`src/hdl/sobel_pkg.sv`:
```
// ----------------------------------------------------------------------------
// Sobel edge magnitude package
// Shared types, constants and helpers of the Sobel edge magnitude unit.
// ----------------------------------------------------------------------------
package sobel_pkg;

	localparam int unsigned CfgIdxW = 1;
	localparam logic [CfgIdxW-1:0] REG_FRAME_WIDTH = 1'b0;
	localparam logic [CfgIdxW-1:0] REG_FRAME_HEIGHT = 1'b1;
	localparam int unsigned CfgDataW = 12;
	localparam logic [11:0] WIDTH_RESET = 12'd640;
	localparam logic [11:0] HEIGHT_RESET = 12'd480;
	localparam logic [16:0] MAG_LIMIT = 17'd65280;

	typedef logic [23:0] pixel_t;

	// Window column: top, middle, bottom pixel.
	typedef struct packed {
		pixel_t top;
		pixel_t mid;
		pixel_t bot;
	} column_t;

	// Request passed from the front part to the back part.
	typedef struct packed {
		column_t left;
		column_t center;
		column_t right;
		logic    last;
	} window_req_t;

	// Gradient sum of one channel, range -1020..1020.
	function automatic logic signed [11:0] grad_sum(
		input logic [7:0] a, input logic [7:0] b, input logic [7:0] c,
		input logic [7:0] d, input logic [7:0] e, input logic [7:0] f);
		logic signed [11:0] p;
		logic signed [11:0] q;
		begin
			p = $signed({4'd0, a}) + $signed({3'd0, b, 1'b0}) + $signed({4'd0, c});
			q = $signed({4'd0, d}) + $signed({3'd0, e, 1'b0}) + $signed({4'd0, f});
			grad_sum = p - q;
		end
	endfunction

endpackage

```
`src/hdl/sobel_queue.sv`:
```
// ----------------------------------------------------------------------------
// Sobel request queue
// Two-entry queue that decouples the front part from the back part.
// ----------------------------------------------------------------------------
module sobel_queue import sobel_pkg::*; (
	input  logic        clk,
	input  logic        arst_n,
	input  logic        flush,
	input  logic        wr_valid,
	output logic        wr_ready,
	input  window_req_t wr_data,
	output logic        rd_valid,
	input  logic        rd_ready,
	output window_req_t rd_data
);
	window_req_t mem_q [2];
	logic wp_q, rp_q;
	logic [1:0] cnt_q;
	logic wr, rd;

	assign wr_ready = (cnt_q != 2'd2);
	assign rd_valid = (cnt_q != 2'd0);
	assign rd_data = mem_q[rp_q];
	assign wr = wr_valid && wr_ready;
	assign rd = rd_valid && rd_ready;

	always_ff @(posedge clk) begin
		if (wr) mem_q[wp_q] <= wr_data;
	end

	always_ff @(posedge clk or negedge arst_n) begin
		if (!arst_n) begin
			wp_q <= 1'b0;
			rp_q <= 1'b0;
			cnt_q <= 2'd0;
		end else if (flush) begin
			wp_q <= 1'b0;
			rp_q <= 1'b0;
			cnt_q <= 2'd0;
		end else begin
			if (wr) wp_q <= !wp_q;
			if (rd) rp_q <= !rp_q;
			cnt_q <= cnt_q + {1'b0, wr} - {1'b0, rd};
		end
	end
endmodule

```
`config.mk`:
```
export PLATFORM = sky130hd
export DESIGN_NAME = sobel_queue
export DESIGN_NICKNAME = d
export VERILOG_FILES = /design/src/hdl/sobel_pkg.sv /design/src/hdl/sobel_queue.sv
export SDC_FILE = /design/constraint.sdc
export NUM_CORES = 1
export LEC_CHECK = 0
export ABC_AREA = 1
export BUFFER_PORTS_ARGS = -buffer_cell sky130_fd_sc_hd__buf_2
export CORE_UTILIZATION = 45
export CTS_CLUSTER_DIAMETER = 100
export DETAILED_ROUTE_END_ITERATION = 7
export MAX_ROUTING_LAYER = met4
export PLACE_DENSITY = 0.81
export REMOVE_ABC_BUFFERS = 1
export SYNTH_ARGS = -nofsm -noshare
export SYNTH_HDL_FRONTEND = slang
export SYNTH_SLANG_ARGS = --single-unit
```
`constraint.sdc`:
```
create_clock -name clk -period 18.2 [get_ports clk]
set_input_delay 0.91 -clock clk [delete_from_list [all_inputs] [get_ports clk]]
set_output_delay 0.91 -clock clk [all_outputs]
set_load 0.05 [all_outputs]
```
# Word level (Yosys, flattened, before mapping)
# Memory sizes are Yosys's and may differ from the RTL's.
# Cells that the tools add are included.
[word_totals]
register_bits = 4
mem_bits_rw = 434
inputBits = 222
n_memories = 1
[memory_table]
columns = ["memory", "depth", "word_bits", "read_ports", "rd_ports_with_merged_regs", "write_ports", "line", "source"]
rows = [
  ["mem_q", 2, 217, 1, 0, 1, "sobel_queue.sv:16", "window_req_t mem_q [2];"],
]
[op_classes]
addsub = 2
n_eq_ne = 1
muxes = 7
n_reduce_logical = 7
[ops]
columns = ["op", "count"]
rows = [
  ["two-way mux 1 bit", 6],
  ["nonzero test 2 bit", 3],
  ["adder 2 x 1 -> 2 bit", 1],
  ["logical AND 1 bit", 2],
  ["zero test 1 bit", 2],
  ["two-way mux 2 bit", 1],
  ["!= test 2 bit (second input constant)", 1],
  ["subtractor 2 x 1 -> 2 bit", 1],
]

# Longest topological paths before layout
[logic_depth]
ltp_word = 5
depth_mapped = 10
depth_no_buf = 10

# Least setup slack after synthesis
# OpenSTA, ideal clock, no wires.
[synth_timing]
kind = "in2reg"
start = "in wr_valid"
end = "mem mem_q[0][0] (netlist name) (enable)"
setup_ns = 0.799
arrival_ns = 10.038
t_required_ns = 17.401
setup_slack_ns = 7.363
stages = 2
path_buffers = 0
path_cell_list = "nand2_1 -> nor2_1"
[synth_via]
elab_chain_len = 3
[synth_rtl]
columns = ["element", "line", "source"]
rows = [
  ["start: declaration", "sobel_queue.sv:9", "input logic wr_valid,"],
  ["logical AND 1 bit", "sobel_queue.sv:24", "assign wr = wr_valid && wr_ready;"],
  ["two-way mux 1 bit", "sobel_queue.sv:28", "if (wr) mem_q[wp_q] <= wr_data;"],
  ["two-way mux 1 bit (not written as such)", "sobel_queue.sv:28", ""],
  ["end: declaration", "sobel_queue.sv:16", ""],
]
# No other way between the ends.

==> flow_summary.ini <==
[yosys]
yosysUniqueCellTypes = 12
synth-seq-cells = 438
synth_edf_count = 434
ys.warnings.count = 0
avgSynthCellArea_sq_um = 13.7
netlist_area_sq_mm = 0.0160
synth_commonest_cells = 660 x nand2_1, 434 x edfxtp_1, 26 x buf_2, 22 x buf_4, 8 x inv_1
netlist.area_leader.share = 0.814
yosysSeqAreaShare = 0.820
yosys.area.top_type = edfxtp_1
synthCells = 1167
synthTopCellsByArea = edfxtp_1 81%, nand2_1 15%, buf_4 1.0%
async_flop_share = 0.00913
ys.flop_type = edfxtp_1
yosysMostFrequentCell = nand2_1

[global_route]
grt_pass1_vias = 10400
grt_max_degree = 82
grt_overflow = 0
grt_pass1_wl_um = 53900
grtUsageTotal = 0.202
antenna_found_initial = 9

[route]
drt-initial-drc-count = 532
vias_per_cell = 4.88
via_count = 10300
finalWirelength_um = 36100
drc = 0
highest_layer = met4
wl_met1_um = 12700
dr_wl_met3_um = 3070
wl_per_cell_um = 17.1
dr.pass1.iters = 5
dr_wl_met2_um = 18900
drtAntennaViolNets = 0

[cts]
cts.repair.resized = 0
numCtsBuffers = 44
cts_sinks = 438
clock_tree.root_cell = clkbuf_16
insertion_delay_ns = 0.56
cts_hold_buf = 0
clk_path_buf_depth = 3
clk_pin_slew_worst_paths_ns = 0.06
cts_setup_buffers = 0
htree_num_levels = 2
cts_tree = yes

[critical_path]
critPathSlowestCell = dfrtp_4
critPathKind = reg -> out
critPathLaunchType = register
cp-end-kind = primary output
crit_chain = inv_6 -> buf_4 -> nand2_1 -> nand2_1 -> buf_2
crit_top_cell = nand2_1
required_ns = 17.29
critPathMaxStageDelay_ns = 0.77
cp_max_fo = 77
arrival_ns = 3.39

[floorplanning]
rows = 68
fp.dieArea_sq_mm = 0.0363
dieWidth_um = 191
die_y_um = 191
coreArea_sq_mm = 0.0348
ios = 441
start_util = 0.460

[worst_hold_path]
hp-class = in -> async

[status]
status = completed

[power_and_ir_drop]
irDropWorstVdd_mv = 0.150
finalPower_mw = 3.55
leakage_nw = 8.51
power_density_mw_per_mm2 = 178

[sta]
slew_viol_final = 0
tightestPinTransition_ns = 1.08
hold_viol_final = 0
fin_crit_sh = 0.236
max_freq_mhz = 233
rsz0062_at_grt = false
setup_viol = 0
clock_skew_ns = 0.0148
post-route-min-period_ns = 4.30
tns_ns = 0
slew_headroom = 0.278

[finish]
fin_nets = 1839
syn_to_final_growth_pct = 24.5
drive_above_1_share = 0.312
nFillCells = 2679

[place]
port_buffers = 440
place_hpwl_um = 23300
gp_congestion = 0.818

[job]
maxCapViolCount = 0
critical path, delay by kind of cell, from the launching register on:
kind / cells / cell delay (ns)
buffers and inverters: 3 / 1.53
DFF: 1 / 0.77
and+or+nand+nor: 2 / 0.34
state kept, by name (all words and copies together), names as in the netlist:
name / flops
cnt_q: 2
wp_q: 1
rp_q: 1
mem_q: 434
cells by family (layout without fill, tap and decap cells):
kind of cell             Yosys count  in the layout  synth area share
other                              0             10                 0
adder cells (fa/ha/maj)            2              2           0.00156
AND/OR/NAND/NOR                  669            669             0.157
flip-flops                       438            438             0.820
buffers and inverters             57            536            0.0206
AO/OA/AOI/OAI                      1              1          0.000312
area by class of cell:
type | count | area (sq um) | area share
clock buffers | 58 | 1200 | 0.0604
repair buffers | 450 | 2280 | 0.114
flip-flops and latches | 438 | 13100 | 0.659
well taps | 455 | 569 | 0.0286
multi-input cells | 672 | 2560 | 0.129
diodes | 10 | 25.0 | 0.00126
inverters | 9 | 38.8 | 0.00195
clock inverters | 19 | 123 | 0.00615
path summary, 6_finish.rpt:
check / depth (start not counted) / slack [ns] / end / startpoint
max in group asynchronous: 1 / 17.91 / rp_q / arst_n
setup reg to reg: 6 / 14.82 / mem_q[1][145] / cnt_q[0]
min in group clk: 2 / 0.52 / cnt_q[0] / flush
hold reg to reg: 2 / 0.63 / wp_q / wp_q
hold / removal: 1 / 0.16 / wp_q / arst_n
setup / recovery: 5 / 13.90 / rd_data[153] / rp_q
cell usage in the layout, fill, tap and decap left out, drive strengths merged:
cell / netlist / routed
clkbuf: 0 / 58
dfrtp: 4 / 4
nand4: 2 / 2
nand3: 3 / 3
a21oi: 1 / 1
diode: 0 / 10
clkinvlp: 0 / 2
buf: 48 / 450
inv: 9 / 11
nand2: 660 / 660
nor2: 4 / 4
bufinv: 0 / 1
clkinv: 0 / 14
ha: 2 / 2
edfxtp: 434 / 434
power breakdown:
group	total (mW)	internal (mW)	switching, mW	leakage (nW)
Clock	0.837	0.479	0.358	0.647
Combinational	1.37	0.244	1.12	3.76
Sequential	1.34	1.29	0.0528	4.10
through the flow:
| step | hold slack [ns] | util | std cells | setup slack, ns | instance area, sq um |
|---|---|---|---|---|---|
| floorplan | 0.493 | - | 1119 | 7.36 | 15700 |
| global placement | 0.570 | 0.534 | 2024 | 14.33 | 18600 |
| detailed placement | 0.614 | 0.534 | 2024 | 14.29 | 18600 |
| CTS | 0.128 | 0.572 | 2101 | 13.84 | 19900 |
| global route | 0.137 | 0.573 | 2110 | 13.68 | 19900 |
| finish | 0.158 | 0.573 | 2111 | 13.90 | 19900 |
metal layers:
metal / GRT usage / vias up
li1: - / 4874
met4: 0.0914 / 0
met2: 0.350 / 449
met3: 0.0611 / 93
met1: 0.210 / 4878
met5: - / -
(Power assumes the default switching activity.)
