File: src/hdl/sobel_pkg.sv
// ----------------------------------------------------------------------------
// Sobel edge magnitude package
// Shared types, constants and helpers of the Sobel edge magnitude unit.
// ----------------------------------------------------------------------------
package sobel_pkg;

	localparam int unsigned CfgIdxW = 1;
	localparam logic [CfgIdxW-1:0] REG_FRAME_WIDTH = 1'b0;
	localparam logic [CfgIdxW-1:0] REG_FRAME_HEIGHT = 1'b1;
	localparam int unsigned CfgDataW = 12;
	localparam logic [11:0] WIDTH_RESET = 12'd640;
	localparam logic [11:0] HEIGHT_RESET = 12'd480;
	localparam logic [16:0] MAG_LIMIT = 17'd65280;

	typedef logic [23:0] pixel_t;

	// Window column: top, middle, bottom pixel.
	typedef struct packed {
		pixel_t top;
		pixel_t mid;
		pixel_t bot;
	} column_t;

	// Request passed from the front part to the back part.
	typedef struct packed {
		column_t left;
		column_t center;
		column_t right;
		logic    last;
	} window_req_t;

	// Gradient sum of one channel, range -1020..1020.
	function automatic logic signed [11:0] grad_sum(
		input logic [7:0] a, input logic [7:0] b, input logic [7:0] c,
		input logic [7:0] d, input logic [7:0] e, input logic [7:0] f);
		logic signed [11:0] p;
		logic signed [11:0] q;
		begin
			p = $signed({4'd0, a}) + $signed({3'd0, b, 1'b0}) + $signed({4'd0, c});
			q = $signed({4'd0, d}) + $signed({3'd0, e, 1'b0}) + $signed({4'd0, f});
			grad_sum = p - q;
		end
	endfunction

endpackage

File: src/hdl/sobel_back.sv
// ----------------------------------------------------------------------------
// Sobel back part
// Gradient sums, squares and rounded square root per channel, pipelined,
// with an output register stage and backpressure.
// ----------------------------------------------------------------------------
module sobel_back import sobel_pkg::*; (
	input  logic        clk,
	input  logic        arst_n,
	input  logic        flush,
	input  logic        req_valid,
	output logic        req_ready,
	input  window_req_t req,
	output logic        out_valid,
	input  logic        out_ready,
	output logic [23:0] mag_out,
	output logic        last_out
);
	// Stage 1: gradients. Stage 2: squared norm. Stages 3..10: one root bit each.
	localparam int unsigned NS = 11;

	logic [NS-1:0] v_q;
	logic en;
	logic signed [11:0] gx_s1 [3], gy_s1 [3];
	logic [16:0] n_s2 [3];
	logic sat_s2 [3];
	logic [16:0] n_p [3][9];
	logic [7:0]  k_p [3][9];
	logic        sat_p [3][9];
	logic        last_p [NS];

	assign en = !v_q[NS-1] || out_ready;
	assign req_ready = en;
	assign out_valid = v_q[NS-1];

	always_ff @(posedge clk or negedge arst_n) begin
		if (!arst_n) v_q <= '0;
		else if (flush) v_q <= '0;
		else if (en) v_q <= {v_q[NS-2:0], req_valid};
	end

	for (genvar ch = 0; ch < 3; ch++) begin : g_ch
		localparam int Sh = 16 - 8 * ch;
		logic [16:0] sq;
		logic [21:0] sqx, sqy;
		always_comb begin
			sqx = 22'(unsigned'(22'(gx_s1[ch] * gx_s1[ch])));
			sqy = 22'(unsigned'(22'(gy_s1[ch] * gy_s1[ch])));
		end
		always_ff @(posedge clk) begin
			if (en) begin
				gx_s1[ch] <= grad_sum(req.right.top[Sh+:8], req.right.mid[Sh+:8],
					req.right.bot[Sh+:8], req.left.top[Sh+:8], req.left.mid[Sh+:8],
					req.left.bot[Sh+:8]);
				gy_s1[ch] <= grad_sum(req.left.bot[Sh+:8], req.center.bot[Sh+:8],
					req.right.bot[Sh+:8], req.left.top[Sh+:8], req.center.top[Sh+:8],
					req.right.top[Sh+:8]);
				sat_s2[ch] <= (23'(sqx) + 23'(sqy)) > 23'(MAG_LIMIT);
				n_s2[ch] <= 17'(sqx + sqy);
			end
		end
		assign sq = 17'd0;
		always_comb begin
			n_p[ch][0] = n_s2[ch] | sq;
			k_p[ch][0] = '0;
			sat_p[ch][0] = sat_s2[ch];
		end
		for (genvar b = 0; b < 8; b++) begin : g_bit
			logic [7:0] t;
			logic [16:0] tt;
			always_comb begin
				t = k_p[ch][b] | (8'd128 >> b);
				tt = 17'(16'(t) * 16'(t));
			end
			always_ff @(posedge clk) begin
				if (en) begin
					n_p[ch][b+1] <= n_p[ch][b];
					sat_p[ch][b+1] <= sat_p[ch][b];
					k_p[ch][b+1] <= (tt <= n_p[ch][b]) ? t : k_p[ch][b];
				end
			end
		end
		logic [16:0] kk;
		logic [7:0] rnd;
		always_comb begin
			kk = 17'(16'(k_p[ch][8]) * 16'(k_p[ch][8])) + 17'(k_p[ch][8]);
			rnd = k_p[ch][8] + 8'((n_p[ch][8] > kk) ? 1 : 0);
		end
		logic [7:0] res_q;
		always_ff @(posedge clk) begin
			if (en) res_q <= sat_p[ch][8] ? 8'd255 : rnd;
		end
		assign mag_out[Sh+:8] = res_q;
	end

	always_ff @(posedge clk) begin
		if (en) begin
			last_p[0] <= req.last;
			for (int i = 1; i < NS; i++) last_p[i] <= last_p[i-1];
		end
	end
	assign last_out = last_p[NS-1];
endmodule

File: config.mk
export PLATFORM = sky130hd
export DESIGN_NAME = sobel_back
export DESIGN_NICKNAME = d
export VERILOG_FILES = /design/src/hdl/sobel_pkg.sv /design/src/hdl/sobel_back.sv
export SDC_FILE = /design/constraint.sdc
export NUM_CORES = 2
export LEC_CHECK = 0
export BUFFER_PORTS_ARGS = -buffer_cell sky130_fd_sc_hd__buf_4
export CAP_MARGIN = 30
export CORE_UTILIZATION = 30
export CTS_CLUSTER_SIZE = 14
export DETAILED_ROUTE_END_ITERATION = 7
export PLACE_DENSITY = 0.52
export SETUP_SLACK_MARGIN = 0.02
export SLEW_MARGIN = 10
export SYNTH_ARGS = -nofsm -noshare
export SYNTH_HDL_FRONTEND = slang
export SYNTH_SLANG_ARGS = --single-unit
export TNS_END_PERCENT = 5
File: constraint.sdc
create_clock -name clk -period 61.2 [get_ports clk]
set_clock_uncertainty 0.15 [all_clocks]
set_input_delay 6.12 -clock clk [delete_from_list [all_inputs] [get_ports clk]]
set_output_delay 6.12 -clock clk [all_outputs]
set_load 0.005 [all_outputs]
Word level (Yosys, flattened, before mapping)
Memory sizes are Yosys's and may differ from the RTL's. A register that Yosys moved wholly into a read port is not among the register bits.
Index checks and enable logic that the tools add are counted.

storage, ports and cells
  flip-flop bits (word level) = 656
  memory bits (writable) = 137
  input port bits = 222
  logic and storage cells = 214
  memories = 5

memories
  name    depth  width  rd ports  clocked after Yosys merged registers in  write ports  RTL line          source
  n_s2    3      17     3         0                                        3            sobel_back.sv:24  logic [16:0] n_s2 [3];
  gx_s1   3      12     3         0                                        3            sobel_back.sv:23  logic signed [11:0] gx_s1 [3], gy_s1 [3];
  gy_s1   3      12     3         0                                        3            sobel_back.sv:23
  last_p  11     1      11        0                                        11           sobel_back.sv:29  logic last_p [NS];
  sat_s2  3      1      3         3                                        3            sobel_back.sv:25  logic sat_s2 [3];

cells by class
  add/subtract/negate cells = 42
  multipliers = 30
  $lt $le $gt $ge = 30
  multiplexer cells = 10
  reductions and logical operators = 3

operators with widths
  kind                                                                               number
  8-bit by 8-bit multiplier with 16-bit output                                       24
  16-bit by 17-bit <= comparator with 1-bit output                                   21
  10-bit by 8-bit adder with 11-bit output                                           12
  12-bit by 12-bit multiplier with 22-bit output                                     6
  8-bit by 9-bit adder with 10-bit output                                            12
  11-bit by 11-bit subtractor with 12-bit output                                     6
  22-bit by 22-bit adder with 23-bit output                                          3
  23-bit by 16-bit greater-than comparator with 1-bit output, second input constant  3
  16-bit by 8-bit adder with 17-bit output                                           3
  17-bit adder                                                                       3
  17-bit greater-than comparator                                                     3
  15-bit by 17-bit <= comparator with 1-bit output, first input constant             3
  8-bit by 1-bit adder with 8-bit output                                             3
  8-bit 2-to-1 mux                                                                   3
  11-bit 2-to-1 mux                                                                  2
  1-bit 2-to-1 mux                                                                   5
  2-bit nonzero test                                                                 1
  1-bit logical NOT                                                                  1
  1-bit logical OR                                                                   1

Longest topological paths before layout
  depth in word-level cells = 5
  gate-level depth with buffers = 32
  gate-level depth less buffers = 31

Worst setup path after synthesis
No wires, ideal clock.

  path type = input to output
  from = in out_ready
  to = out req_ready
  data arrival time = 25385 ps
  setup slack = 29545 ps
  cell stages on the path = 3
  path buffers = 1
  path through = nor2b_1 -> inv_1 -> clkbuf_1

between the ends
  word-level cells in the longest chain between the ends = 1

ends and longest elaborated chain
  what              RTL line          source
  start, declared   sobel_back.sv:14  input logic out_ready,
  1-bit logical OR  sobel_back.sv:31  assign en = !v_q[NS-1] || out_ready;
  end, declared     sobel_back.sv:11  output logic req_ready,

Every way passes these cells.

Worst setup path in the final report
Same ends and word-level chain as after synthesis.

==> flow_summary.toml <==
[grt]
grt_pass1_wl_um = 278800
globalRouteOverflowTotal = 0
grt_max_degree = 197
grt.total_usage_pct = 12.18
antenna_found_initial = 3
grt_pass1_vias = 57180

[drt]
viasPerCell = 4.406
vias = 51780
routedWlPerCell_um = 13.81
drtIter0Drc = 1986
drc_errors = 0
drtAntennaViolNets = 0
dr.pass1.iters = 5
wirelength_um = 162300

[synthesis]
synth.avg_cell_area_sq_um = 10.49
synth_area_sq_um = 82550
ys.flop_type = "edfxtp_1"
yosys.area.top_type = "fa_1"
synth_cells = 7872
ys_seq_elements = 712
ys_seq_area_share_pct = 25.83
async_reset_ff_share_pct = 1.545
yosysWarnings = 0
synth_area_leaders = "fa_1 27%, edfxtp_1 26%, ha_1 17%"
ys_types = 81
yosysMostFrequentCell = "inv_1"
synth_commonest_cells = "2,027 x inv_1, 1,132 x fa_1, 1,092 x ha_1"
synth_edf_count = 701
syn_nets = 10320
yosysTopAreaCellShare_pct = 27.45

[die]
placementRows = 192
fp.dieArea_sq_um = 277300
initial_core_util_pct = 30.17
die_height_um = 526.6
core_sq_um = 273600
io_pins = 249
die_w_um = 526.6

[sta]
drv_slew = 0
whs_ns = 0.2444
finalSetupViolCount = 0
finalCritPeriodShare_pct = 21.77
relSlewSlack_pct = 25.63
fmax_mhz = 75.05
rsz0062_at_grt = "no"
tightestPinTransition_ns = 1.116
report.final.hold_viol_count = 0
fin_crit_ns = 13.33
setup_tns_ns = 0

[critical_path]
worst-r2r-setup-slack_ns = 53.22
cp.required_ns = 54.93
rr_endpoint = "sat_s2[0][2]"
r2r_start = "gy_s1[0][26]"
end_kind = "output port"
crit_type = "in2out"
rr_worst_depth = 26
path_max_fanout = 34
crit_path_start_kind = "input pin"
cp.arrival_ns = 7.06

[worst_hold_path]
hp-class = "reg2reg"
hold_start = "n_s2[0][23]"
whs_endpoint = "n_p[278]"
worstHoldPathCells = 0

[place]
dpl.cell_count = 11590
dpl_cell_area_sq_um = 88430
hpwlAfterDp_um = 136000
gp_congestion = 0.8573
io_buffers = 224

[clock_network]
cts_tree = "built"
root_buffer = "clkbuf_16"
clk_pin_slew_worst_paths_ns = 0.06
cts_sinks = 712
holdBufCountCts = 0
htree_levels = 3
cts_resized = 0
clock_latency_ns = 0.72
numCtsBuffers = 84
postCtsSetupRepairBufs = 0
clockBufferDepth = 3

[run]
max_cap_violations = 0

[finish]
fin_area_sq_um = 91420
drive_above_1_share_pct = 5.354
finalNetCount = 10540
fin_cells = 11750
n_fill_cell = 27530
area_growth_pct = 10.76

[run_status]
status = "finished, final reports clean"
==> cells by family after synthesis <==
kind of cell | after synthesis | synth area share (%)
muxes | 25 | 0.3335
buffers and inverters | 2135 | 9.710
adders and majority gates | 2224 | 44.01
and+or+nand+nor | 1516 | 9.060
DFF | 712 | 25.83
AOI/OAI and AO/OA | 786 | 6.027
xor gates and xnor gates | 474 | 5.029
==> worst max-delay path by stage <==
stage	from	to	slack (ns)	cells after the start
2_1_floorplan	out_ready	req_ready	29.55	3
3_3_place_gp	out_ready	req_ready	47.29	4
3_5_place_dp	out_ready	req_ready	47.26	4
4_1_cts	out_ready	req_ready	47.26	4
5_1_grt	out_ready	req_ready	47.79	4
6_report	out_ready	req_ready	47.88	4
==> placed cells by master, fill, tap and decap left out, types with 69 or more instances in the layout <==
master     count
a21o_1       107
a21oi_1      293
and2_1       246
buf_4        230
clkbuf_16     84
edfxtp_1     701
fa_1        1132
ha_1        1092
inv_1       2026
nand2_1      410
nand2b_1      87
nand3_1       69
nor2_1       369
o21ai_0       75
o21ai_1       71
xnor2_1      379
xor2_1        95
==> layer usage <==
| metal | vias up | wire length [um] | track usage [%] |
|---|---|---|---|
| met5 | - | 13 | 0 |
| met4 | 2 | 3637 | 2.961 |
| met3 | 206 | 5336 | 1.740 |
| met2 | 604 | 78870 | 21.16 |
| met1 | 25650 | 74430 | 15.83 |
| li1 | 25320 | - | - |
==> area by class of cell <==
cell class	count	area, sq um	share of cell area (%)
clock buffers	98	2155	2.357
repair buffers	236	1862	2.036
multi-input cells	5025	53200	58.20
well taps	3589	4491	4.912
diodes	2	5.005	0.005474
clock inverters	59	747.0	0.8170
inverters	2032	7635	8.351
flip-flops and latches	712	21330	23.33
==> through the flow <==
step           util, %  worst slack [ns]
6_report         33.41             47.88
5_1_grt          33.41             47.79
4_1_cts          33.38             47.26
3_5_place_dp     32.32             47.26
3_3_place_gp     32.31             47.29
2_1_floorplan        -             29.55
==> state kept, by name, summed over array words and instances, names as in the netlist <==
name / flops
gy_s1: 36
n_s2: 51
sat_s2: 3
g_ch.g_bit.t: 84
sat_p: 24
n_p: 408
v_q: 11
g_ch.res_q: 24
k_p: 24
gx_s1: 36
last_p: 11
==> critical path: stages <==
cell and delay [ns]:
buf_4 0.11, nor2b_1 0.35, inv_8 0.21, buf_4 0.24
Power is not shown: default switching activity piles up to over one toggle a cycle in this logic, so the estimate is an artifact.
